===== config.mk =====
export PLATFORM = sky130hd
export DESIGN_NAME = erp_cordic_cell
export DESIGN_NICKNAME = d
export VERILOG_FILES = /design/src/rtl/erp_pkg.sv /design/src/rtl/erp_cordic_cell.sv
export SDC_FILE = /design/constraint.sdc
export NUM_CORES = 1
export LEC_CHECK = 0
export BUFFER_PORTS_ARGS = -buffer_cell sky130_fd_sc_hd__buf_2
export CORE_MARGIN = 2
export CORE_UTILIZATION = 30
export DETAILED_ROUTE_END_ITERATION = 10
export PLACE_DENSITY = 0.47
export SLEW_MARGIN = 20
export SYNTH_ARGS = -nofsm -noshare
export SYNTH_HDL_FRONTEND = slang
export SYNTH_SLANG_ARGS = --single-unit

===== constraint.sdc =====
create_clock -name clock -period 4.06 [get_ports clock]
set_input_delay 0.406 -clock clock [delete_from_list [all_inputs] [get_ports clock]]
set_output_delay 0.406 -clock clock [all_outputs]
set_load 0.05 [all_outputs]

===== src/rtl/erp_pkg.sv =====
`timescale 1ns / 1ps
`default_nettype none
// ----------------------------------------------------------------------------
// erp_pkg: shared constants and types for the pivot rotation block
// Widths, CORDIC arctangent table and the fixed conversion constants.
// ----------------------------------------------------------------------------
package erp_pkg;
   localparam int COORD_WIDTH_DEF = 32;
   localparam int FRAC_BITS_DEF   = 16;
   localparam int ANGLE_WIDTH     = 26;
   localparam int CORDIC_STEPS    = 30;
   localparam int STEP_WIDTH      = 5;
   // Q2.30 values plus headroom
   localparam int TRIG_WIDTH      = 33;
   localparam logic signed [TRIG_WIDTH-1:0] CORDIC_GAIN = 33'sd652032874;
   localparam logic [34:0] DEG2RAD = 35'd19190098069;

   typedef logic signed [TRIG_WIDTH-1:0] trig_type;

   typedef struct packed {
      trig_type x;
      trig_type y;
      trig_type z;
   } cordic_type;

   function automatic trig_type atan_lookup(input logic [STEP_WIDTH-1:0] idx);
      trig_type v;
      case (idx)
         5'd0:  v = 33'sd843314856;
         5'd1:  v = 33'sd497837829;
         5'd2:  v = 33'sd263043836;
         5'd3:  v = 33'sd133525158;
         5'd4:  v = 33'sd67021686;
         5'd5:  v = 33'sd33543515;
         5'd6:  v = 33'sd16775850;
         5'd7:  v = 33'sd8388437;
         5'd8:  v = 33'sd4194282;
         5'd9:  v = 33'sd2097149;
         5'd10: v = 33'sd1048575;
         5'd11: v = 33'sd524287;
         5'd12: v = 33'sd262143;
         5'd13: v = 33'sd131071;
         5'd14: v = 33'sd65535;
         5'd15: v = 33'sd32767;
         5'd16: v = 33'sd16383;
         5'd17: v = 33'sd8191;
         5'd18: v = 33'sd4095;
         5'd19: v = 33'sd2047;
         5'd20: v = 33'sd1023;
         5'd21: v = 33'sd511;
         5'd22: v = 33'sd255;
         5'd23: v = 33'sd127;
         5'd24: v = 33'sd63;
         5'd25: v = 33'sd31;
         5'd26: v = 33'sd15;
         5'd27: v = 33'sd8;
         5'd28: v = 33'sd4;
         5'd29: v = 33'sd2;
         default: v = '0;
      endcase
      return v;
   endfunction
endpackage
`default_nettype wire


===== src/rtl/erp_cordic_cell.sv =====
`timescale 1ns / 1ps
`default_nettype none
// ----------------------------------------------------------------------------
// erp_cordic_cell: one rotation-mode CORDIC micro-rotation
// Rotates three angle lanes by a fixed step index and registers them.
// ----------------------------------------------------------------------------
module erp_cordic_cell #(
   parameter int STEP = 0
) (
   input  wire logic                  clock,
   input  wire erp_pkg::cordic_type   lane_in [3],
   output erp_pkg::cordic_type        lane_out [3]
);
   localparam logic [erp_pkg::STEP_WIDTH-1:0] IDX = erp_pkg::STEP_WIDTH'(STEP);
   localparam erp_pkg::trig_type ATAN = erp_pkg::atan_lookup(IDX);

   erp_pkg::cordic_type lane_ff [3];
   erp_pkg::cordic_type lane_rot_in [3];

   always_comb begin
      for (int k = 0; k < 3; k++) begin
         if (!lane_in[k].z[erp_pkg::TRIG_WIDTH-1]) begin
            lane_rot_in[k].x = lane_in[k].x - (lane_in[k].y >>> STEP);
            lane_rot_in[k].y = lane_in[k].y + (lane_in[k].x >>> STEP);
            lane_rot_in[k].z = lane_in[k].z - ATAN;
         end else begin
            lane_rot_in[k].x = lane_in[k].x + (lane_in[k].y >>> STEP);
            lane_rot_in[k].y = lane_in[k].y - (lane_in[k].x >>> STEP);
            lane_rot_in[k].z = lane_in[k].z + ATAN;
         end
      end
   end

   always_ff @(posedge clock) begin
      lane_ff <= lane_rot_in;
   end

   assign lane_out = lane_ff;
endmodule
`default_nettype wire

[After elaboration in Yosys (flattened, before gate mapping)]
Index checks and enable logic that the tools add are counted.
Operators by class
  $add $sub $neg: 15
  multiplexer cells: 3
Operators by type and width (count)
  2-to-1 mux 99 bit: 3
  subtractor 33 bit: 6
  adder 33 x 31 -> 33 bit (second input constant): 3
  adder 33 bit: 3
  subtractor 33 x 31 -> 33 bit (second input constant): 3
Storage, ports and cells
  word-level logic and storage cells: 27
  output and inout bits: 297
  bits of input ports: 298
  bits in registers: 297

[Depth between registers and ports, before layout]
Gate-level depths: netlist of the first run.
  word-level depth: 2
  gate-level depth with buffers: 14
  mapped depth without buffers: 13

[Least setup slack after synthesis of the first run]
No wires, ideal clock.
  path type: input to register
  start point: in lane_in[230] (netlist name)
  end point: reg lane_ff, in the netlist lane_out[228]
  buffers on the path: 2
  stages: 14
  required time: 3939 ps
  data arrival time: 3474 ps
  slack: 465 ps
  cell sequence: inv_1 clkbuf_1 buf_1 ha_1 a21oi_1 o2111ai_1 a21o_1 o22a_1 a21boi_0 o21ai_0 a21oi_1 nor2_1 o31a_1 xor2_1
RTL lines
  start, declared: RTL line erp_cordic_cell.sv:11  | input wire erp_pkg::cordic_type lane_in [3],
  end signal, assigned: RTL line erp_cordic_cell.sv:35  | lane_ff <= lane_rot_in;
  end, declared: RTL line erp_cordic_cell.sv:17  | erp_pkg::cordic_type lane_ff [3];

==> results of run 1 <==
## worst min path at each step
stage | start | endpoint | slack, ns | depth (start not counted)
2_1_floorplan | lane_in[0] | lane_out[0] | 0.43 | 0
3_3_place_gp | lane_in[100] | lane_out[100] | 0.51 | 1
3_5_place_dp | lane_in[199] | lane_out[199] | 0.51 | 1
4_1_cts | lane_in[4] | lane_out[4] | 0.06 | 2
5_1_grt | lane_in[202] | lane_out[202] | 0.09 | 2
6_report | lane_in[103] | lane_out[103] | 0.11 | 2
## worst max-delay path, delay by kind of cell
family,cells,cell delay (ns)
AO/OA/AOI/OAI,8,2.13
AND/OR/NAND/NOR,1,0.11
buffers and inverters,2,0.67
adder cells (fa/ha/maj),1,0.45
XOR/XNOR,1,0.15
## what timing repair did
item	CTS	global route
hold buffers	12	0
endpoints found under the setup margin	0	0
endpoints found under the hold margin	12	0
## per-layer routing
layer  GRT usage  part of all wire  up-vias  wire (um)
met1       0.250              0.43    11900      40900
met2       0.361              0.49      674      46600
met5           0           0.00045        -         43
met4      0.0693             0.032        8       3050
met3      0.0350             0.051      148       4820
li1            -                 -    12800          -
## per-stage QoR
| step | setup WS [ns] | power (W) | hold WS (ns) |
|---|---|---|---|
| 5_1_grt | 0.349 | 0.0149 | 0.0899 |
| 6_report | 0.633 | 0.0141 | 0.112 |
| 2_1_floorplan | 0.465 | 0.00866 | 0.434 |
| 3_3_place_gp | 0.316 | 0.0106 | 0.510 |
| 4_1_cts | 0.682 | 0.0143 | 0.0592 |
| 3_5_place_dp | 0.302 | 0.0106 | 0.510 |
## Yosys cell counts (8+ instances only)
library cell	number
buf_2	19
o2111ai_1	12
o21ai_0	227
a211o_1	9
mux2i_1	39
a31oi_1	29
a221oi_1	11
xor2_1	36
o21bai_1	74
o211ai_1	27
a21boi_0	16
clkinv_1	12
dfxtp_1	294
a21oi_1	392
fa_1	12
inv_1	320
o311ai_0	9
nor2b_1	37
nand2b_1	43
buf_1	22
o31ai_1	28
nor3_1	63
nand3_1	65
xnor2_1	229
a311oi_1	13
clkbuf_1	82
or3_1	19
nand4_1	32
a2111oi_0	8
nand2_1	152
a211oi_1	35
and2_1	8
o21a_1	25
ha_1	372
o22ai_1	12
o31a_1	13
a21o_1	103
nor4_1	15
nor2_1	297
## where the power goes
group	internal [W]	switching (W)
Clock	0.00214	0.00145
Sequential	0.00356	0.000214
Combinational	0.00188	0.00487
## cell families after synthesis
kind of cell,after synthesis
AO/OA/AOI/OAI,1114
XOR/XNOR,265
adder cells (fa/ha/maj),384
buffers and inverters,460
flip-flops,294
multiplexers,40
AND/OR/NAND/NOR,774
## area by class of cell
| type | instances | area (um^2) | area share |
|---|---|---|---|
| diodes | 7 | 17.5 | 0.000554 |
| clock buffers | 52 | 1090 | 0.0343 |
| clock inverters | 17 | 218 | 0.00688 |
| inverters | 332 | 1250 | 0.0394 |
| multi-input cells | 2577 | 18300 | 0.577 |
| flip-flops and latches | 294 | 5890 | 0.186 |
| well taps | 1144 | 1430 | 0.0452 |
| repair buffers | 657 | 3480 | 0.110 |
## placed cells by master, fill, tap and decap left out, types with 43 or more instances in the layout
| master | n |
|---|---|
| nor2_1 | 297 |
| xnor2_1 | 229 |
| ha_1 | 372 |
| a21oi_1 | 392 |
| nor3_1 | 63 |
| inv_1 | 317 |
| dfxtp_1 | 294 |
| nand3_1 | 65 |
| nand2_1 | 152 |
| o21ai_0 | 227 |
| buf_4 | 54 |
| a21o_1 | 103 |
| o21bai_1 | 74 |
| nand2b_1 | 43 |
| buf_2 | 591 |
==> flow_summary_export.csv, run 1 <==
group,metric,value,unit
clock_network,clk_pin_slew_worst_paths,0.06,ns
clock_network,cts.sinks,294,
drt,first_iter_violations,1483,
finish,drive_gt1_frac,0.191,
drt,wirelength,95.3,mm
hold_path,hold_class,"input pin to register",
power_and_ir_drop,power.leakage,15.1,nW
setup_path,worstPathRequired,4.56,ns
synth,synth_area_leaders,"dfxtp_1, ha_1, xnor2_1",
placed_design,port_buffers,594,
floorplanning,initial_core_util,0.304,
clock_network,cts_setup_buffers,0,
drt,drc,0,
placed_design,dp_cells,4992,
floorplanning,core,0.0854,mm^2
global_routing,grt_pass1_vias,25400,
setup_path,worst-setup-path-type,"input pin to register",
synth,async_reset_ff_frac,0,
synth,synth_top_area_frac,0.227,
global_routing,overflow,0,
sta,finalSetupViolCount,0,
placed_design,dpl.hpwl,77.2,mm
placed_design,placed_cell_area,0.0302,mm^2
synth,synth_nets,4013,
synth,postSynthCellCount,3331,
placed_design,place_congestion,0.903,
global_routing,grt_max_degree,93,
synth,synth_compound_area_frac,0.271,
drt,postRouteAntennaNets,0,
synth,ys_warn_count,0,
sta,final_hold_viol_count,0,
clock_network,cts_root_buffer,"clkbuf_16",
clock_network,cts_resized,0,
finish,area_growth_syn_to_layout,22.0,%
synth,synth-seq-area-share,0.227,
synth,synth_area,0.0259,mm^2
setup_path,worstPathArrival,3.93,ns
synth,synth_top_area_cell,"dfxtp_1",
sta,slew_headroom,0.344,
clock_network,cts_buffers,40,
synth,yosysUniqueCellTypes,87,
power_and_ir_drop,ir_worst_vdd,0.377,mV
sta,rsz0062_at_grt,"no",
outcome,status,"finished, final reports clean",
synth,synth_flop_cell,"dfxtp_1",
clock_network,clockBufferDepth,3,
drt,wl_per_cell,18.8,um
global_routing,grt_antenna_before_repair,13,
sta,period_needed,3.43,ns
setup_path,crit_start,"lane_in[201]",
sta,max_freq,292,MHz
global_routing,grt_pass1_wl,145,mm
drt,first_pass_iters,5,
floorplanning,placementRows,107,
global_routing,track_usage,0.205,
finish,fin_nets,4584,
synth,synth-adder-area-share,0.189,
setup_path,worstPathCellList,"dlygate4sd3_1, buf_2, fa_1, a21o_1, a21oi_1, nor2b_1, a21o_1, o221ai_1, a21oi_1, o31ai_1, o21ai_0, a311oi_1, xnor2_1",
setup_path,crit_fanout,5,
setup_path,crit_end,"lane_out[225]",
floorplanning,die_w,298,um
setup_path,critPathMaxStageDelay,0.53,ns
finish,fin_util,0.370,
finish,design_area,0.0316,mm^2
synth,muxShareOfSynthArea,0.0155,
floorplanning,die_area,0.0888,mm^2
clock_network,cts_tree,"yes",
floorplanning,fp.dieH,298,um
drt,avgViaCountPerCell,5.02,
setup_path,critPathSlowestCell,"dlygate4sd3_1",
synth,synth_edf_count,0,
sta,post-route-period-util,0.844,
synth,synth-simple-area-share,0.139,
finish,fin_cells,5080,
clock_network,htree_levels,2,
drt,vias,25500,
floorplanning,io_pins,595,
synth,synth-seq-cells,294,
synth,synth-xor-area-share,0.0895,
sta,tns,0,ns
sta,slew_violations,0,
synth,syn_area_per_cell,7.79,um^2
setup_path,startpoint_type,"input pin",
setup_path,end_kind,"register",
sta,worst_slew_pin_slew,0.984,ns
run,drv_cap,0,
finish,largest_reg_flops,294,
synth,synth_top_family_by_area,"compound AO/OA/AOI/OAI gates",
finish,fill_cells,9201,
power_and_ir_drop,power_density,446,mW/mm^2
Note: power is estimated with default switching activity, not from simulation.
==> inputs of run 2 (changes only) <==
--- a/config.mk
+++ b/config.mk
@@ -5,11 +5,12 @@
 export SDC_FILE = /design/constraint.sdc
 export NUM_CORES = 1
 export LEC_CHECK = 0
+export ABC_AREA = 1
 export BUFFER_PORTS_ARGS = -buffer_cell sky130_fd_sc_hd__buf_2
 export CORE_MARGIN = 2
 export CORE_UTILIZATION = 30
 export DETAILED_ROUTE_END_ITERATION = 10
-export PLACE_DENSITY = 0.47
+export PLACE_DENSITY = 0.48
 export SLEW_MARGIN = 20
 export SYNTH_ARGS = -nofsm -noshare
 export SYNTH_HDL_FRONTEND = slang
==> constraint.sdc (replaced) <==
create_clock -name clock -period 3 [get_ports clock]
set_input_delay 0.3 -clock clock [delete_from_list [all_inputs] [get_ports clock]]
set_output_delay 0.3 -clock clock [all_outputs]
set_load 0.05 [all_outputs]
==> run 2 against run 1 <==
  * Wire length up 52%
  * Via count up 50%
  * Synthesized cell count up 81%
  * Largest power group unchanged
  * First-iteration DRC count up 81%
  * Highest routed layer unchanged
  * Worst setup slack worse by 0.015 ns
  * Global-route usage up 3.6 points
  * Largest cell class unchanged
  * Non-clock buffer count down 30
==> flow_summary_export.csv, run 2 <==
group,metric,value,unit
outcome,status,"finished, final reports clean",
finish,drive_gt1_frac,0.113,
drt,wirelength,145,mm
floorplanning,fp.dieH,340,um
global_routing,grt_pass1_vias,36200,
floorplanning,core,0.112,mm^2
sta,max_freq,420,MHz
synth,synthTopCellsByCount,"nand2_1, inv_1, nand3_1, nor2_1, ha_1",
synth,async_reset_ff_frac,0,
synth,postSynthCellCount,6023,
synth,yosysUniqueCellTypes,41,
power_and_ir_drop,ir_worst_vdd,0.416,mV
clock_network,cts_buffers,42,
synth,synth_flop_cell,"dfxtp_1",
sta,post-route-period-util,0.794,
sta,slew_headroom,0.403,
floorplanning,die_w,340,um
synth,synth_edf_count,0,
global_routing,grt_pass1_wl,214,mm
clock_network,cts_tree,"yes",
synth,ys_warn_count,0,
placed_design,port_buffers,594,
finish,most-common-layout-cells,"nand2_1, inv_1, buf_2",
setup_path,critPathSlowestCell,"dlygate4sd3_1",
setup_path,worstPathRequired,3.51,ns
sta,worst_slew_pin_slew,0.896,ns
setup_path,worstPathArrival,2.89,ns
drt,first_pass_iters,6,
placed_design,dpl.hpwl,124,mm
floorplanning,initial_core_util,0.302,
finish,largest_reg_flops,294,
floorplanning,die_area,0.116,mm^2
run,drv_cap,0,
placed_design,place_congestion,0.961,
drt,avgViaCountPerCell,4.72,
sta,period_needed,2.38,ns
sta,tns,0,ns
setup_path,worst-setup-path-type,"input pin to register",
synth,synth-seq-cells,294,
synth,synth_nets,6705,
drt,wl_per_cell,17.9,um
setup_path,cpMostUsedCell,"nand2_1",
floorplanning,io_pins,595,
setup_path,crit_start,"lane_in[66]",
clock_network,cts_root_buffer,"clkbuf_16",
setup_path,crit_fanout,3,
synth,yosysMostFrequentCell,"nand2_1",
placed_design,place_ws,0.370,ns
synth,synth_top_area_cell,"nand2_1",
drt,vias,38200,
sta,final_hold_viol_count,0,
sta,rsz0062_at_grt,"no",
synth,synth_area,0.0339,mm^2
clock_network,clk_pin_slew_worst_paths,0.06,ns
setup_path,worstPathCellList,"dlygate4sd3_1, buf_2, ha_1, fa_1, nand2_1, nand2_1, nand2_1, inv_1, nand2_1, nand3_1, nand2_1, nand4_1, nand3_1, nand2_1",
floorplanning,placementRows,123,
finish,fill_cells,13000,
sta,finalSetupViolCount,0,
synth,syn_area_per_cell,5.62,um^2
clock_network,cts_setup_buffers,0,
clock_network,htree_levels,2,
power_and_ir_drop,power_density,502,mW/mm^2
finish,fin_nets,7244,
sta,slew_violations,0,
drt,postRouteAntennaNets,0,
setup_path,critPathMaxStageDelay,0.53,ns
global_routing,grt_antenna_before_repair,24,
finish,layout_commonest_cell,"nand2_1",
power_and_ir_drop,power.leakage,23.3,nW
clock_network,cts.sinks,294,
global_routing,overflow,0,
sta,fin_ws,0.618,ns
drt,first_iter_violations,2687,
setup_path,end_kind,"register",
setup_path,startpoint_type,"input pin",
finish,area_growth_syn_to_layout,17.4,%
global_routing,track_usage,0.240,
synth,synth-seq-area-share,0.174,
drt,drc,0,
synth,synth_area_leaders,"nand2_1, dfxtp_1, ha_1",
hold_path,hold_class,"input pin to register",
global_routing,grt_max_degree,74,
setup_path,crit_end,"lane_out[94]",
clock_network,clockBufferDepth,3,
synth,synth_top_area_frac,0.245,
-- run 2: worst max-delay path: cells and delay by family --
| kind | cells | cell delay (ns) |
|---|---|---|
| simple gates | 9 | 1.22 |
| buf+inv | 3 | 0.73 |
| fa+ha+maj | 2 | 0.65 |
-- run 2: layout make-up --
type	instances	area (um^2)	share of cell area
Multi-Input combinational cell	4477	23100	0.581
Sequential cell	294	5890	0.148
Inverter	1120	4210	0.106
Timing Repair Buffer	627	3280	0.0825
Tap cell	1500	1880	0.0472
Clock buffer	53	1180	0.0298
Clock inverter	21	219	0.00551
Antenna cell	5	12.5	0.000315
-- run 2: report_power, final --
group	internal [W]	switching (W)	leakage, nW	total, W
Clock	0.00305	0.00213	0.697	0.00519
Sequential	0.00466	0.000406	2.48	0.00506
Combinational	0.00242	0.00728	20.2	0.00971
-- run 2: how the worst min path moves through the flow --
stage	depth (start not counted)	to	start
2_1_floorplan	0	lane_out[0]	lane_in[0]
3_3_place_gp	1	lane_out[2]	lane_in[2]
3_5_place_dp	1	lane_out[2]	lane_in[2]
4_1_cts	2	lane_out[4]	lane_in[4]
5_1_grt	2	lane_out[4]	lane_in[4]
6_report	2	lane_out[4]	lane_in[4]
-- run 2: kinds of logic (layout without fill, tap and decap cells) --
group | count (synthesis) | in the layout | synth area share
compound gates | 626 | 626 | 0.100
xor+xnor | 135 | 135 | 0.0349
fa+ha+maj | 384 | 384 | 0.145
buf+inv | 1252 | 1821 | 0.145
flops | 294 | 294 | 0.174
other cells | 0 | 5 | 0
simple gates | 3332 | 3332 | 0.402
-- run 2: metrics by stage --
step                hold WS [ns]  instance area, um^2  utilization  power, W  instances
floorplan                  0.328                33900            -    0.0118       6023
global placement           0.403                38100        0.340    0.0148       8000
detailed placement         0.404                38100        0.340    0.0148       8000
CTS                      0.00858                39700        0.354    0.0202       8092
global route              0.0310                39700        0.354    0.0212       8095
finish                    0.0521                39700        0.354    0.0200       8097
-- run 2: timing repair --
item,in CTS,in global routing
hold buffers,18,0
endpoints found under the hold margin,18,0
resized for setup,0,0
-- run 2: layer usage --
layer | wire [um] | vias up | share of wire | GRT usage
li1 | - | 19700 | - | -
met1 | 65000 | 17200 | 0.45 | 0.317
met2 | 66800 | 1093 | 0.46 | 0.407
met3 | 8760 | 176 | 0.061 | 0.0349
met4 | 3950 | 14 | 0.027 | 0.0658
met5 | 87 | - | 0.00060 | 0
==> inputs of run 3 (changes only) <==
==> constraint.sdc (replaced) <==
create_clock -name clock -period 2.08 [get_ports clock]
set_input_delay 0.208 -clock clock [delete_from_list [all_inputs] [get_ports clock]]
set_output_delay 0.208 -clock clock [all_outputs]
set_load 0.05 [all_outputs]
==> run 3 against run 2 <==
  * Power rose by 53%
  * Core utilization increased by 5.4 points
  * Via count rose by 6.8%
  * Clock-buffer cell count down 1
  * Critical path depth is 1 lower
  * Global-route usage increased by 0.92 points
  * Hold slack worse by 0.0069 ns
  * Worst setup slack lost 0.53 ns
  * Sequential share of layout area decreased by 2.0 points
  * Die area is the same
==> flow_summary_export.csv, run 3 (same netlist as run 2, synthesis figures left out) <==
group,metric,value,unit
outcome,status,"finished, final reports clean",
sta,slew_headroom,0.450,
global_routing,grt_pass1_wl,225,mm
sta,slew_violations,0,
drt,wl_per_cell,16.7,um
floorplanning,io_pins,595,
setup_path,startpoint_type,"input pin",
drt,avgViaCountPerCell,4.59,
finish,area_growth_syn_to_layout,35.4,%
global_routing,track_usage,0.250,
floorplanning,die_w,340,um
drt,drc,0,
floorplanning,core,0.112,mm^2
sta,post-route-period-util,0.959,
global_routing,grt_antenna_before_repair,40,
sta,fin_ws,0.0846,ns
setup_path,end_kind,"register",
hold_path,hold_class,"input pin to register",
power_and_ir_drop,finalPower,0.0304,W
global_routing,met2_usage,0.409,
clock_network,clockBufferDepth,3,
floorplanning,placementRows,123,
drt,vias,40800,
clock_network,htree_levels,2,
power_and_ir_drop,power_density,664,mW/mm^2
setup_path,critPathSlowestCell,"dlygate4sd3_1",
drt,first_pass_iters,6,
sta,max_freq,501,MHz
finish,most-common-layout-cells,"nand2_1, inv_1, buf_4",
clock_network,clk_pin_slew_worst_paths,0.05,ns
sta,holdWs,0.0452,ns
placed_design,placed_cell_area,0.0439,mm^2
hold_path,hp-start,"lane_in[228]",
clock_network,cts_buffers,42,
placed_design,port_buffers,594,
finish,layout_commonest_cell,"nand2_1",
placed_design,dpl.hpwl,128,mm
sta,rsz0062_at_grt,"yes",
run,drv_cap,0,
hold_path,worstHoldPathCells,4,
power_and_ir_drop,ir_worst_vdd,0.663,mV
global_routing,grt.busiest_layer,"met2",
hold_path,hold_path_end,"lane_out[228]",
placed_design,place_congestion,0.962,
global_routing,grt_max_degree,70,
finish,drive_gt1_frac,0.209,
setup_path,worstPathArrival,2.48,ns
setup_path,worst-setup-path-type,"input pin to register",
global_routing,use_met3,0.0409,
finish,largest_reg_flops,294,
sta,finalSetupViolCount,0,
floorplanning,fp.dieH,340,um
drt,wirelength,148,mm
finish,fin_nets,8029,
floorplanning,die_area,0.116,mm^2
clock_network,cts_tree,"yes",
clock_network,cts.sinks,294,
setup_path,cpMostUsedCell,"nand2_1",
drt,first_iter_violations,2831,
global_routing,grt_pass1_vias,39700,
setup_path,critPathMaxStageDelay,0.56,ns
setup_path,worstPathCellList,"dlygate4sd3_1, buf_4, buf_4, ha_1, nor2_2, nand2_1, nand2_2, nand2_1, nand2_1, buf_4, xor2_1, nand2_1, o21ai_1",
finish,fin_util,0.409,
setup_path,crit_fanout,4,
drt,postRouteAntennaNets,0,
sta,worst_slew_pin_slew,0.825,ns
power_and_ir_drop,power.leakage,27.1,nW
sta,period_needed,2.00,ns
global_routing,met1_usage,0.338,
clock_network,cts_root_buffer,"clkbuf_16",
finish,design_area,0.0458,mm^2
floorplanning,initial_core_util,0.302,
placed_design,place_ws,-0.199,ns
setup_path,worstPathRequired,2.57,ns
global_routing,overflow,0,
sta,final_hold_viol_count,0,
-- run 3: stage by stage --
stage | TNS [ns] | cells
floorplan | 0 | 6023
global placement | -12.54 | 8761
detailed placement | -11.62 | 8761
CTS | 0 | 8873
global route | -0.0471 | 8881
finish | 0 | 8891
-- run 3: worst max-delay path by stage --
stage | start | to | slack, ns | cells after the start
floorplan | lane_in[131] | lane_out[130] | 0.01 | 13
global placement | lane_in[237] | lane_out[295] | -0.23 | 15
detailed placement | lane_in[132] | lane_out[193] | -0.20 | 14
CTS | lane_in[264] | lane_out[255] | 0.01 | 16
global route | lane_in[265] | lane_out[271] | -0.03 | 14
finish | lane_in[265] | lane_out[238] | 0.08 | 13
-- run 3: routing by layer --
layer | vias to the layer above | share of wire
li1 | 21300 | -
met1 | 18200 | 0.46
met2 | 1077 | 0.44
met3 | 213 | 0.067
met4 | 32 | 0.029
met5 | - | 0.0013
-- run 3: layout make-up --
| cell class | instances | area, um^2 |
|---|---|---|
| tap | 1500 | 1880 |
| antenna | 17 | 42.5 |
| timing repair buffer | 1412 | 9260 |
| inverter | 1120 | 4210 |
| clock buffer | 52 | 1120 |
| fill | 12500 | 66400 |
| sequential | 294 | 5890 |
| multi-input combinational | 4477 | 23200 |
| clock inverter | 19 | 210 |
-- run 3: what timing repair did --
item                                    4_1_cts  5_1_grt
hold endpoints to repair                     38        0
gates resized for setup                       0       49
hold buffers                                 41        0
endpoints found under the setup margin        0       65
setup buffers                                 0        1
-- run 3: worst max-delay path: cells and delay by family --
| kind | cells | cell delay [ns] |
|---|---|---|
| adders and majority gates | 1 | 0.29 |
| and+or+nand+nor | 6 | 0.58 |
| buffers and inverters | 4 | 0.99 |
| xor gates and xnor gates | 1 | 0.17 |
| AOI/OAI and AO/OA | 1 | 0.23 |
-- run 3: power breakdown --
group | internal [W] | switching (W) | leakage (nW)
logic | 0.00511 | 0.0109 | 24.0
registers | 0.00671 | 0.000479 | 2.48
clock network | 0.00419 | 0.00303 | 0.655
